<file path="src/rtl/rrca_pkg.sv">
// ----------------------------------------------------------------------------
// rrca_pkg
// Shared types and constants of the round-robin channel averager.
// ----------------------------------------------------------------------------
`timescale 1ns / 1ps
`default_nettype none

package rrca_pkg;

    localparam int RRCA_NUM_CHANNELS = 5;
    localparam int MAX_SAMPLES       = 1024;
    localparam int SAMPLE_BITS       = 12;
    localparam int AVG_FIELDS        = 5;
    localparam int CMD_W             = 2;
    localparam int FCH_W             = 3;
    // count register and effective count (holds MAX_SAMPLES itself)
    localparam int CNT_W  = $clog2(MAX_SAMPLES + 1);
    // per-channel sample counter, always below MAX_SAMPLES between transfers
    localparam int SCNT_W = $clog2(MAX_SAMPLES);
    localparam int SUM_W  = SAMPLE_BITS + SCNT_W;

    typedef enum logic [CMD_W-1:0] {
        CMD_TICK    = 2'd0,
        CMD_FETCH   = 2'd1,
        CMD_RESTART = 2'd2
    } t_cmd;

    typedef struct packed {
        logic                   fetch_ok;
        logic [SAMPLE_BITS-1:0] avg_ch0;
        logic [SAMPLE_BITS-1:0] avg_ch1;
        logic [SAMPLE_BITS-1:0] avg_ch2;
        logic [SAMPLE_BITS-1:0] avg_ch3;
        logic [SAMPLE_BITS-1:0] avg_ch4;
        logic                   channel_finished;
        logic [FCH_W-1:0]       finished_channel;
        logic                   scan_complete;
    } t_result;

    typedef struct packed {
        logic             start;
        logic [SUM_W-1:0] dividend;
        logic [CNT_W-1:0] divisor;
    } t_div_req;

    typedef struct packed {
        logic                   done;
        logic [SAMPLE_BITS-1:0] quotient;
    } t_div_rsp;

endpackage

`default_nettype wire

</file>
<file path="src/rtl/rrca_in_if.sv">
// ----------------------------------------------------------------------------
// rrca_in_if
// Command/sample channel with valid/ready handshake.
// ----------------------------------------------------------------------------
`timescale 1ns / 1ps
`default_nettype none

interface rrca_in_if import rrca_pkg::*; ();
    logic                   valid;
    logic                   ready;
    logic [CMD_W-1:0]       command;
    logic [SAMPLE_BITS-1:0] sample_mv;

    modport source (output valid, output command, output sample_mv, input ready);
    modport sink   (input valid, input command, input sample_mv, output ready);
endinterface

`default_nettype wire

</file>
<file path="src/rtl/rrca_out_if.sv">
// ----------------------------------------------------------------------------
// rrca_out_if
// Result channel with valid/ready handshake.
// ----------------------------------------------------------------------------
`timescale 1ns / 1ps
`default_nettype none

interface rrca_out_if import rrca_pkg::*; ();
    logic                   valid;
    logic                   ready;
    logic                   fetch_ok;
    logic [SAMPLE_BITS-1:0] avg_ch0;
    logic [SAMPLE_BITS-1:0] avg_ch1;
    logic [SAMPLE_BITS-1:0] avg_ch2;
    logic [SAMPLE_BITS-1:0] avg_ch3;
    logic [SAMPLE_BITS-1:0] avg_ch4;
    logic                   channel_finished;
    logic [FCH_W-1:0]       finished_channel;
    logic                   scan_complete;

    modport source (
        output valid, output fetch_ok, output avg_ch0, output avg_ch1,
        output avg_ch2, output avg_ch3, output avg_ch4, output channel_finished,
        output finished_channel, output scan_complete, input ready
    );
    modport sink (
        input valid, input fetch_ok, input avg_ch0, input avg_ch1,
        input avg_ch2, input avg_ch3, input avg_ch4, input channel_finished,
        input finished_channel, input scan_complete, output ready
    );
endinterface

`default_nettype wire

</file>
<file path="src/rtl/round_robin_channel_averager.sv">
// ----------------------------------------------------------------------------
// round_robin_channel_averager
// Per-channel sample accumulation over a round-robin scan with block averages.
// ----------------------------------------------------------------------------
// Usage:
//   i_in  carries command (tick, fetch, restart) and sample_mv; o_out carries
//   one result per input transfer. i_cfg_we/i_cfg_data set samples per channel
//   (zero acts as one, values above the maximum clamp); write only when idle.
//   A tick adds the sample to the current channel's sum. When the count is
//   reached the sum is divided by the count in a bit-serial divider (one
//   quotient bit per cycle) and stored as that channel's average. An
//   accepted transfer's result is held in a pending register and moved to the
//   output register from the put state; a tick that closes a channel average
//   first waits in the divide state for the quotient. One item is in flight at
//   a time, so the next input transfer follows once the result is handed to
//   the output register.
//   A stalled receiver holds the result in the output register; one more item
//   is processed and then waits until the register frees up.
//   Reset (synchronous, active low) clears all sums, averages, the channel
//   pointer and the scan-ready flag, and sets samples per channel to one.
// ----------------------------------------------------------------------------
`timescale 1ns / 1ps
`default_nettype none

module round_robin_channel_averager import rrca_pkg::*; #(
    parameter int NUM_CHANNELS = RRCA_NUM_CHANNELS
) (
    input  wire logic             i_clk,
    input  wire logic             i_rst_n,
    input  wire logic             i_cfg_we,
    input  wire logic [CNT_W-1:0] i_cfg_data,
    rrca_in_if.sink               i_in,
    rrca_out_if.source            o_out
);

    localparam int CH_W = (NUM_CHANNELS > 1) ? $clog2(NUM_CHANNELS) : 1;
    localparam logic [CH_W-1:0] LAST_CH = CH_W'(NUM_CHANNELS - 1);

    typedef enum logic [1:0] {
        S_IDLE,
        S_DIV,
        S_PUT
    } t_state;

    t_state                 r_state;
    logic [SUM_W-1:0]       r_sum [NUM_CHANNELS];
    logic [SAMPLE_BITS-1:0] r_avg [NUM_CHANNELS];
    logic [CH_W-1:0]        r_ch;
    logic [CH_W-1:0]        r_div_ch;
    logic [SCNT_W-1:0]      r_cnt;
    logic                   r_scan_ready;
    logic [CNT_W-1:0]       r_n;
    t_result                r_pend;
    t_result                n_pend;
    t_result                r_out;
    logic                   r_out_valid;

    logic                   w_accept;
    logic [CNT_W-1:0]       w_cnt_inc;
    logic [SUM_W-1:0]       w_sum_new;
    logic                   w_finish;
    logic [CH_W-1:0]        w_ch_next;
    logic [CH_W+FCH_W-1:0]  w_ch_ext;
    logic [AVG_FIELDS-1:0][SAMPLE_BITS-1:0] w_fetch;
    t_div_req               w_div_req;
    t_div_rsp               w_div_rsp;

    function automatic logic [CNT_W-1:0] eff_count(input logic [CNT_W-1:0] val);
        logic [CNT_W-1:0] res;
        res = val;
        if (val == '0) begin
            res = CNT_W'(1);
        end else if (val > CNT_W'(MAX_SAMPLES)) begin
            res = CNT_W'(MAX_SAMPLES);
        end
        return res;
    endfunction

    assign i_in.ready = (r_state == S_IDLE);
    assign w_accept   = i_in.valid && i_in.ready;

    assign w_cnt_inc = {1'b0, r_cnt} + 1'b1;
    assign w_sum_new = r_sum[r_ch] + SUM_W'(i_in.sample_mv);
    assign w_finish  = (w_cnt_inc >= r_n);
    assign w_ch_next = (r_ch == LAST_CH) ? '0 : r_ch + 1'b1;
    assign w_ch_ext  = {{FCH_W{1'b0}}, r_ch};

    for (genvar g = 0; g < AVG_FIELDS; g++) begin : g_fetch
        if (g < NUM_CHANNELS) begin : g_on
            assign w_fetch[g] = r_avg[g];
        end else begin : g_off
            assign w_fetch[g] = '0;
        end
    end

    assign w_div_req.start    = w_accept && (t_cmd'(i_in.command) == CMD_TICK) && w_finish;
    assign w_div_req.dividend = w_sum_new;
    assign w_div_req.divisor  = r_n;

    rrca_div u_div (
        .i_clk   (i_clk),
        .i_rst_n (i_rst_n),
        .i_req   (w_div_req),
        .o_rsp   (w_div_rsp)
    );

    // result fields of the command on the input channel
    always_comb begin
        n_pend = '0;
        unique case (t_cmd'(i_in.command))
            CMD_TICK: begin
                n_pend.finished_channel = w_ch_ext[FCH_W-1:0];
                if (w_finish) begin
                    n_pend.channel_finished = 1'b1;
                    n_pend.scan_complete    = (r_ch == LAST_CH);
                end
            end
            CMD_FETCH: begin
                if (r_scan_ready) begin
                    n_pend.fetch_ok = 1'b1;
                    n_pend.avg_ch0  = w_fetch[0];
                    n_pend.avg_ch1  = w_fetch[1];
                    n_pend.avg_ch2  = w_fetch[2];
                    n_pend.avg_ch3  = w_fetch[3];
                    n_pend.avg_ch4  = w_fetch[4];
                end
            end
            default: begin
                // restart and unused command code: all-zero result
            end
        endcase
    end

    always_ff @(posedge i_clk) begin
        if (!i_rst_n) begin
            r_state      <= S_IDLE;
            r_ch         <= '0;
            r_cnt        <= '0;
            r_scan_ready <= 1'b0;
            r_n          <= CNT_W'(1);
            r_out_valid  <= 1'b0;
            for (int i = 0; i < NUM_CHANNELS; i++) begin
                r_sum[i] <= '0;
                r_avg[i] <= '0;
            end
        end else begin
            if (i_cfg_we) begin
                r_n <= eff_count(i_cfg_data);
            end
            if (o_out.ready && (r_state != S_PUT)) begin
                r_out_valid <= 1'b0;
            end

            unique case (r_state)
                S_IDLE: begin
                    if (w_accept) begin
                        r_pend  <= n_pend;
                        r_state <= w_div_req.start ? S_DIV : S_PUT;
                        unique case (t_cmd'(i_in.command))
                            CMD_TICK: begin
                                if (w_finish) begin
                                    r_sum[r_ch] <= '0;
                                    r_cnt       <= '0;
                                    r_div_ch    <= r_ch;
                                    r_ch        <= w_ch_next;
                                    if (r_ch == LAST_CH) begin
                                        r_scan_ready <= 1'b1;
                                    end
                                end else begin
                                    r_sum[r_ch] <= w_sum_new;
                                    r_cnt       <= w_cnt_inc[SCNT_W-1:0];
                                end
                            end
                            CMD_FETCH: begin
                                if (r_scan_ready) begin
                                    r_scan_ready <= 1'b0;
                                end
                            end
                            CMD_RESTART: begin
                                r_ch         <= '0;
                                r_cnt        <= '0;
                                r_scan_ready <= 1'b0;
                                for (int i = 0; i < NUM_CHANNELS; i++) begin
                                    r_sum[i] <= '0;
                                    r_avg[i] <= '0;
                                end
                            end
                            default: begin
                                // unused command code: nothing changes
                            end
                        endcase
                    end
                end
                S_DIV: begin
                    if (w_div_rsp.done) begin
                        r_avg[r_div_ch] <= w_div_rsp.quotient;
                        r_state         <= S_PUT;
                    end
                end
                S_PUT: begin
                    if (!r_out_valid || o_out.ready) begin
                        r_out       <= r_pend;
                        r_out_valid <= 1'b1;
                        r_state     <= S_IDLE;
                    end
                end
                default: begin
                    r_state <= S_IDLE;
                end
            endcase
        end
    end

    assign o_out.valid            = r_out_valid;
    assign o_out.fetch_ok         = r_out.fetch_ok;
    assign o_out.avg_ch0          = r_out.avg_ch0;
    assign o_out.avg_ch1          = r_out.avg_ch1;
    assign o_out.avg_ch2          = r_out.avg_ch2;
    assign o_out.avg_ch3          = r_out.avg_ch3;
    assign o_out.avg_ch4          = r_out.avg_ch4;
    assign o_out.channel_finished = r_out.channel_finished;
    assign o_out.finished_channel = r_out.finished_channel;
    assign o_out.scan_complete    = r_out.scan_complete;

endmodule

`default_nettype wire

</file>
<file path="src/rtl/rrca_div.sv">
// ----------------------------------------------------------------------------
// rrca_div
// Bit-serial restoring divider, one quotient bit per cycle, saturating result.
// ----------------------------------------------------------------------------
`timescale 1ns / 1ps
`default_nettype none

module rrca_div import rrca_pkg::*; (
    input  wire logic     i_clk,
    input  wire logic     i_rst_n,
    input  wire t_div_req i_req,
    output t_div_rsp      o_rsp
);

    localparam int STEP_W = $clog2(SUM_W);

    logic              r_busy;
    logic              r_done;
    logic [STEP_W-1:0] r_step;
    logic [CNT_W-1:0]  r_rem;
    logic [SUM_W-1:0]  r_quo;    // dividend shifts out the top, quotient in the bottom
    logic [CNT_W-1:0]  r_den;

    logic [CNT_W:0]    w_shift;
    logic [CNT_W:0]    w_diff;
    logic              w_ge;

    assign w_shift = {r_rem, r_quo[SUM_W-1]};
    assign w_diff  = w_shift - {1'b0, r_den};
    assign w_ge    = (w_shift >= {1'b0, r_den});

    always_ff @(posedge i_clk) begin
        if (!i_rst_n) begin
            r_busy <= 1'b0;
            r_done <= 1'b0;
            r_step <= '0;
        end else begin
            r_done <= 1'b0;
            if (i_req.start) begin
                r_busy <= 1'b1;
                r_step <= '0;
                r_rem  <= '0;
                r_quo  <= i_req.dividend;
                r_den  <= i_req.divisor;
            end else if (r_busy) begin
                r_rem  <= w_ge ? w_diff[CNT_W-1:0] : w_shift[CNT_W-1:0];
                r_quo  <= {r_quo[SUM_W-2:0], w_ge};
                r_step <= r_step + 1'b1;
                if (r_step == STEP_W'(SUM_W - 1)) begin
                    r_busy <= 1'b0;
                    r_done <= 1'b1;
                end
            end
        end
    end

    assign o_rsp.done     = r_done;
    assign o_rsp.quotient = (|r_quo[SUM_W-1:SAMPLE_BITS]) ? {SAMPLE_BITS{1'b1}}
                                                          : r_quo[SAMPLE_BITS-1:0];

endmodule

`default_nettype wire

</file>
<file path="src/flat_wrapper.sv">
// flat-port wrapper written by rule: the top's interface ports become plain ports
module round_robin_channel_averager_flat import rrca_pkg::*;
#(
    parameter int NUM_CHANNELS = RRCA_NUM_CHANNELS
)
  (i_clk, i_rst_n, i_cfg_we, i_cfg_data, i_in_valid, i_in_command, i_in_sample_mv, i_in_ready, o_out_valid, o_out_fetch_ok, o_out_avg_ch0, o_out_avg_ch1, o_out_avg_ch2, o_out_avg_ch3, o_out_avg_ch4, o_out_channel_finished, o_out_finished_channel, o_out_scan_complete, o_out_ready);
  rrca_in_if i_in_i ();
  rrca_out_if o_out_i ();
  input  wire logic i_clk;
  input  wire logic i_rst_n;
  input  wire logic i_cfg_we;
  input  wire logic [CNT_W-1:0] i_cfg_data;
  input wire logic [$bits(i_in_i.valid)-1:0] i_in_valid;
  input wire logic [$bits(i_in_i.command)-1:0] i_in_command;
  input wire logic [$bits(i_in_i.sample_mv)-1:0] i_in_sample_mv;
  output wire logic [$bits(i_in_i.ready)-1:0] i_in_ready;
  output wire logic [$bits(o_out_i.valid)-1:0] o_out_valid;
  output wire logic [$bits(o_out_i.fetch_ok)-1:0] o_out_fetch_ok;
  output wire logic [$bits(o_out_i.avg_ch0)-1:0] o_out_avg_ch0;
  output wire logic [$bits(o_out_i.avg_ch1)-1:0] o_out_avg_ch1;
  output wire logic [$bits(o_out_i.avg_ch2)-1:0] o_out_avg_ch2;
  output wire logic [$bits(o_out_i.avg_ch3)-1:0] o_out_avg_ch3;
  output wire logic [$bits(o_out_i.avg_ch4)-1:0] o_out_avg_ch4;
  output wire logic [$bits(o_out_i.channel_finished)-1:0] o_out_channel_finished;
  output wire logic [$bits(o_out_i.finished_channel)-1:0] o_out_finished_channel;
  output wire logic [$bits(o_out_i.scan_complete)-1:0] o_out_scan_complete;
  input wire logic [$bits(o_out_i.ready)-1:0] o_out_ready;
  assign i_in_i.valid = i_in_valid;
  assign i_in_i.command = i_in_command;
  assign i_in_i.sample_mv = i_in_sample_mv;
  assign i_in_ready = i_in_i.ready;
  assign o_out_valid = o_out_i.valid;
  assign o_out_fetch_ok = o_out_i.fetch_ok;
  assign o_out_avg_ch0 = o_out_i.avg_ch0;
  assign o_out_avg_ch1 = o_out_i.avg_ch1;
  assign o_out_avg_ch2 = o_out_i.avg_ch2;
  assign o_out_avg_ch3 = o_out_i.avg_ch3;
  assign o_out_avg_ch4 = o_out_i.avg_ch4;
  assign o_out_channel_finished = o_out_i.channel_finished;
  assign o_out_finished_channel = o_out_i.finished_channel;
  assign o_out_scan_complete = o_out_i.scan_complete;
  assign o_out_i.ready = o_out_ready;
  round_robin_channel_averager #(.NUM_CHANNELS(NUM_CHANNELS)) u_core (.i_clk(i_clk), .i_rst_n(i_rst_n), .i_cfg_we(i_cfg_we), .i_cfg_data(i_cfg_data), .i_in(i_in_i), .o_out(o_out_i));
endmodule
</file>
<file path="config.mk">
export PLATFORM = sky130hd
export DESIGN_NAME = round_robin_channel_averager_flat
export DESIGN_NICKNAME = d
export VERILOG_FILES = /design/src/rtl/rrca_pkg.sv /design/src/rtl/rrca_in_if.sv /design/src/rtl/rrca_out_if.sv /design/src/rtl/round_robin_channel_averager.sv /design/src/rtl/rrca_div.sv /design/src/flat_wrapper.sv
export SDC_FILE = /design/constraint.sdc
export NUM_CORES = 1
export LEC_CHECK = 0
export BUFFER_PORTS_ARGS = -buffer_cell sky130_fd_sc_hd__buf_2
export CAP_MARGIN = 5
export CORE_ASPECT_RATIO = 0.9
export CORE_MARGIN = 2
export CORE_UTILIZATION = 55
export CTS_BUF_LIST = sky130_fd_sc_hd__clkbuf_8
export CTS_CLUSTER_DIAMETER = 120
export DETAILED_ROUTE_END_ITERATION = 6
export PLACE_DENSITY_LB_ADDON = 0.3
export SLEW_MARGIN = 20
export SYNTH_ARGS = -nofsm -noshare
export SYNTH_HDL_FRONTEND = slang
export SYNTH_SLANG_ARGS = --single-unit
</file>
<file path="constraint.sdc">
create_clock -name i_clk -period 5.25 [get_ports i_clk]
set_input_delay 1.575 -clock i_clk [delete_from_list [all_inputs] [get_ports i_clk]]
set_output_delay 1.575 -clock i_clk [all_outputs]
set_load 0.01 [all_outputs]
</file>
==> impl_metrics.toml, run 1 <==
[drt]
wl_per_cell_um = 19.5
met1Wirelength_um = 16800
wl_met3_um = 2620
via_count = 11295
drt_iter0_markers = 1030
wl_met2_um = 18500
final_antenna_net_count = 0
viasPerCell = 5.66
wl_um = 39000
top_layer = "met4"
drc = 0
first_pass_iters = 5

[sta]
period_share_pct = 81.8
fmax_mhz = 233
hold_viol = 0
rsz0062_at_grt = "no"
finalSetupViolCount = 0
worstMarginPinSlew_ns = 0.967
slew_headroom_pct = 35.5
clock-skew-final_ns = 0.0236
setup_slack_ns = 0.956
slew_viol_final = 0
tns_ns = 0
fin_crit_ns = 4.29
hold-worst-slack_ns = 0.417

[status]
run_status = "complete, no violations"

[floorplan]
core_area_um2 = 34200
start_util_pct = 56.0
num_io_pins = 98
fp.dieW_um = 201
rows = 64
die_h_um = 181
dieArea_um2 = 36300

[setup_path]
cp-start-kind = "register"
cp_common_cell = "a21oi_1"
path_max_fanout = 17
cp.required_ns = 5.57
worstPathArrival_ns = 4.62
cp_slowest_stage_delay_ns = 0.73
cp-end-kind = "register"
critical_path_class = "register to register"
path_cells = "buf_12, mux4_2, mux2_2, ha_1, a21oi_1, a21oi_1, a21oi_1, a2111oi_4, nand3_1, xor2_1, nor2_1"
cpMaxStageDelayCell = "dfxtp_2"

[final_layout]
design_area_um2 = 21500
final-instance-count-excl-fill = 1997
diodes = 0
drive_above_1_share_pct = 19.7
nets = 1556
syn2layout_area_growth_pct = 12.3
fin_util_pct = 62.9

[cts]
clkTransAtPathRegs_ns = 0.06
cts.sink_count = 453
cts_root_buf = "clkbuf_8"
holdBufCountCts = 0
clk-insertion-delay-late_ns = 0.61
post_cts_resize_count = 0
htreeDepth = 3
postCtsSetupBuffers = 0
cts.path.max_buffers = 3
cts_tree = "built"
numCtsBuffers = 72

[flow_run]
max_cap_viol_count = 0

[synth]
netlist_instances = 1345
synth_cell_type_count = 72
synthArstFlopShare_pct = 0
syn_nets = 1419
ys_ff_latch = 453
synth_seq_area_share_pct = 69.0
synth.avg_cell_area_um2 = 14.2
synthFlopType = "edfxtp_1"
ys_warn_count = 0
synth-edff-count = 415
synth_area_um2 = 19200

[grt]
overflow = 0
antenna_found_initial = 0
grt_max_degree = 67
grt_util_all_layers_pct = 21.9
grt_pass1_vias = 11374
grt_pass1_wl_um = 61800

[power_and_ir_drop]
clkPwrFrac_pct = 37.3
p_int_mw = 5.57
p_leak_nw = 8.35
irDropWorstVdd_mv = 0.198
power_frac_seq_pct = 56.0
p_comb_share_pct = 6.6
p_switching_mw = 1.73
swShare_pct = 23.7
powerDensity_nw_per_um2 = 339
power_mw = 7.30

[place]
post_dp_cell_area_um2 = 20200
portBuffers = 97
placed_cells = 1870
dp_slack_ns = 0.903
dp_hpwl_um = 25000
gp_congestion = 0.858

[worst_hold_path]
hold_path_class = "register to register"
[worst max-delay path: cells and delay by family, from the launching register on]
kind                       cells  cell delay [ns]
DFF                            1             0.73
AOI/OAI and AO/OA              4             1.00
and+or+nand+nor                2             0.31
buffers and inverters          1             0.26
xor gates and xnor gates       1             0.49
adders and majority gates      1             0.39
muxes                          2             0.83
[registers in the layout, summed over array words and instances, names as in the netlist, 12 cells and up, named ones only]
signal,cells
u_core.o_out.avg_ch0,12
u_core.o_out.avg_ch1,12
u_core.o_out.avg_ch2,12
u_core.o_out.avg_ch3,12
u_core.o_out.avg_ch4,12
u_core.r_avg,60
u_core.r_pend,66
u_core.r_sum,176
u_core.u_div.r_quo,22
[Yosys cell counts, types with 18 or more instances]
| master | number | share of area, % |
|---|---|---|
| edfxtp_1 | 415 | 65 |
| nor2_1 | 234 | 4.6 |
| nand2_1 | 83 | 1.6 |
| and3_1 | 75 | 2.4 |
| inv_1 | 44 | 0.86 |
| ha_1 | 42 | 2.7 |
| mux4_2 | 41 | 4.8 |
| dfxtp_1 | 38 | 4.0 |
| clkbuf_1 | 37 | 0.72 |
| o21ai_0 | 37 | 0.97 |
| a21oi_1 | 23 | 0.60 |
| nor2b_1 | 19 | 0.62 |
| nand3_1 | 18 | 0.47 |
[placed cells by master, fill, tap and decap left out, types with 37 or more instances in the layout]
cell,instances
and3_1,75
nand2_1,83
inv_1,68
o21ai_0,37
clkbuf_8,76
ha_1,42
edfxtp_1,415
mux4_2,41
nor2_1,233
buf_2,97
[cell families (layout without fill, tap and decap cells)]
family | Yosys count | count (layout) | share of synthesized area (%)
simple gates | 505 | 505 | 12.7
flops | 453 | 453 | 69.0
compound gates | 131 | 131 | 4.47
buf+inv | 106 | 296 | 2.38
mux | 74 | 74 | 6.83
fa+ha+maj | 45 | 45 | 3.00
xor+xnor | 31 | 31 | 1.61
[power by group through the flow]
stage                     logic [mW]  clock network [mW]  registers [mW]
after floorplan                0.315                   0            4.15
after global placement         0.472                   0            4.16
after detailed placement       0.481                   0            4.17
after CTS                      0.483                2.78            4.09
after global routing           0.525                2.92            4.10
final                          0.484                2.72            4.09
[per-layer routing]
layer | vias to the layer above | GRT usage (%)
li1 | 5229 | -
met1 | 5534 | 30.5
met2 | 435 | 35.1
met3 | 97 | 3.61
met4 | 0 | 8.68
met5 | - | 0
[cell type report]
type	count	area (um^2)
clock buffers	76	1050
clock inverters	51	259
flip-flops and latches	453	13200
inverters	44	165
fillers	2526	12700
well taps	462	578
multi-input cells	786	5500
repair buffers	125	733
[final timing paths]
check | start | slack, ns | to | cells past startpoint
max | register | 0.96 | u_core.r_sum[6][19] | 11
min | u_core.r_n[9] | 0.42 | u_core.u_div.r_den[9] | 0
max reg2reg | register | 0.96 | u_core.r_sum[6][19] | 11
min reg2reg | u_core.r_n[9] | 0.42 | u_core.u_div.r_den[9] | 0
Power figures use the tool's default switching activity.
==> inputs of run 2 (changes only) <==
clock period = 4.3 ns   (was 5.25 ns; I/O delays follow)
==> impl_metrics.toml, run 2 (synthesis gave the netlist of run 1 again) <==
[cts]
htreeDepth = 3
cts.path.max_buffers = 3
clkTransAtPathRegs_ns = 0.06
cts.sink_count = 453
post_cts_resize_count = 0
cts_root_buf = "clkbuf_8"
postCtsSetupBuffers = 0
holdBufCountCts = 0
numCtsBuffers = 73
cts_tree = "built"
clk-insertion-delay-late_ns = 0.61

[sta]
fmax_mhz = 250
slew_headroom_pct = 36.0
fin_crit_ns = 4.00
rsz0062_at_grt = "no"
tns_ns = 0
period_share_pct = 93.0
finalSetupViolCount = 0
slew_viol_final = 0
clock-skew-final_ns = 0.0178
worstMarginPinSlew_ns = 0.960
hold_viol = 0

[status]
run_status = "complete, no violations"

[final_layout]
drive_above_1_share_pct = 19.5
largest_reg_flops = 176
syn2layout_area_growth_pct = 12.9
final_common_cell = "edfxtp_1"
diodes = 0
nets = 1568
top_register = "u_core.r_sum"
design_area_um2 = 21600
top_regs = "u_core.r_sum (176), u_core.r_pend (66), u_core.r_avg (60)"
final_cell_mix = "415 x edfxtp_1, 233 x nor2_1, 97 x buf_2"

[drt]
wl_um = 39000
drt_iter0_markers = 975
drc = 0
first_pass_iters = 7
wl_per_cell_um = 19.4
viasPerCell = 5.57
final_antenna_net_count = 0
via_count = 11222

[setup_path]
worstPathArrival_ns = 4.33
path_delay_family = "compound AO/OA/AOI/OAI gates"
rr_worst_depth = 11
cp.depth = 11
critical_path_class = "register to register"
timing.critical_path.buf_inv = 1
cp.required_ns = 4.64
cp_slowest_stage_delay_ns = 0.79
path_max_fanout = 23
cpMaxStageDelayCell = "dfxtp_2"
cp_common_cell = "a21oi_1"
cp-start-kind = "register"
cp-end-kind = "register"
path_cells = "buf_4, mux4_2, mux2_2, ha_1, a21oi_1, a21oi_1, a21oi_1, a2111oi_4, nand3b_1, xnor2_2, nor2_1"

[place]
portBuffers = 97
gp_congestion = 0.869
post_dp_cell_area_um2 = 20300
dp_hpwl_um = 24900

[floorplan]
start_util_pct = 56.0
core_area_um2 = 34200
dieArea_um2 = 36300
num_io_pins = 98
die_h_um = 181
rows = 64
fp.dieW_um = 201

[power_and_ir_drop]
p_leak_nw = 8.42
irDropWorstVdd_mv = 0.240
power_mw = 8.86
powerDensity_nw_per_um2 = 410

[worst_hold_path]
hold_path_class = "register to register"
holdPathStages = 0

[grt]
grt_pass1_vias = 11182
grt_max_degree = 67
grt_pass1_wl_um = 61900
grt_util_all_layers_pct = 22.0
antenna_found_initial = 0
overflow = 0

[flow_run]
max_cap_viol_count = 0
==> run 2: cell types whose count changed in the layout (fill, tap and decap cells not counted), moves of 4 or more <==
cell | before | now
buf_12 | 3 | 7
buf_4 | 25 | 32
clkinv_1 | 8 | 17
clkinv_2 | 11 | 2
inv_1 | 68 | 75
==> run 2: power by group <==
group	leakage [nW]	switching, mW	internal [mW]
sequential	4.48	0.0489	4.94
clock	0.760	1.63	1.64
combinational	3.19	0.389	0.210
==> run 2: path summary, 6_finish.rpt <==
check / from / to / slack, ns
min reg2reg: u_core.r_pend[26] / u_core.o_out.avg_ch3[9] / 0.42
min: u_core.r_pend[26] / u_core.o_out.avg_ch3[9] / 0.42
max reg2reg: register / u_core.r_sum[6][21] / 0.30
max: register / u_core.r_sum[6][21] / 0.30
==> run 2: area by class of cell <==
type	count	area (um^2)
flip-flops and latches	453	13200
well taps	462	578
repair buffers	136	866
clock inverters	56	239
multi-input cells	786	5500
clock buffers	76	1050
fillers	2502	12600
inverters	44	165
==> run 2: per-stage QoR <==
stage	cells	worst slack [ns]	utilization, %	hold slack (ns)
6_report	2013	0.301	63.2	0.418
5_1_grt	2013	0.0930	63.2	0.424
4_1_cts	2013	0.327	63.2	0.418
3_5_place_dp	1881	0.279	59.5	0.405
3_3_place_gp	1881	0.313	59.5	0.405
2_1_floorplan	1345	0.0193	-	0.400
==> run 2: per-layer routing <==
| metal | global-route usage (%) | up-vias | share of wire (%) |
|---|---|---|---|
| met1 | 30.4 | 5410 | 43 |
| met5 | 0 | - | 0 |
| met2 | 34.8 | 434 | 47 |
| li1 | - | 5278 | - |
| met4 | 8.98 | 0 | 3.1 |
| met3 | 4.40 | 100 | 7.2 |
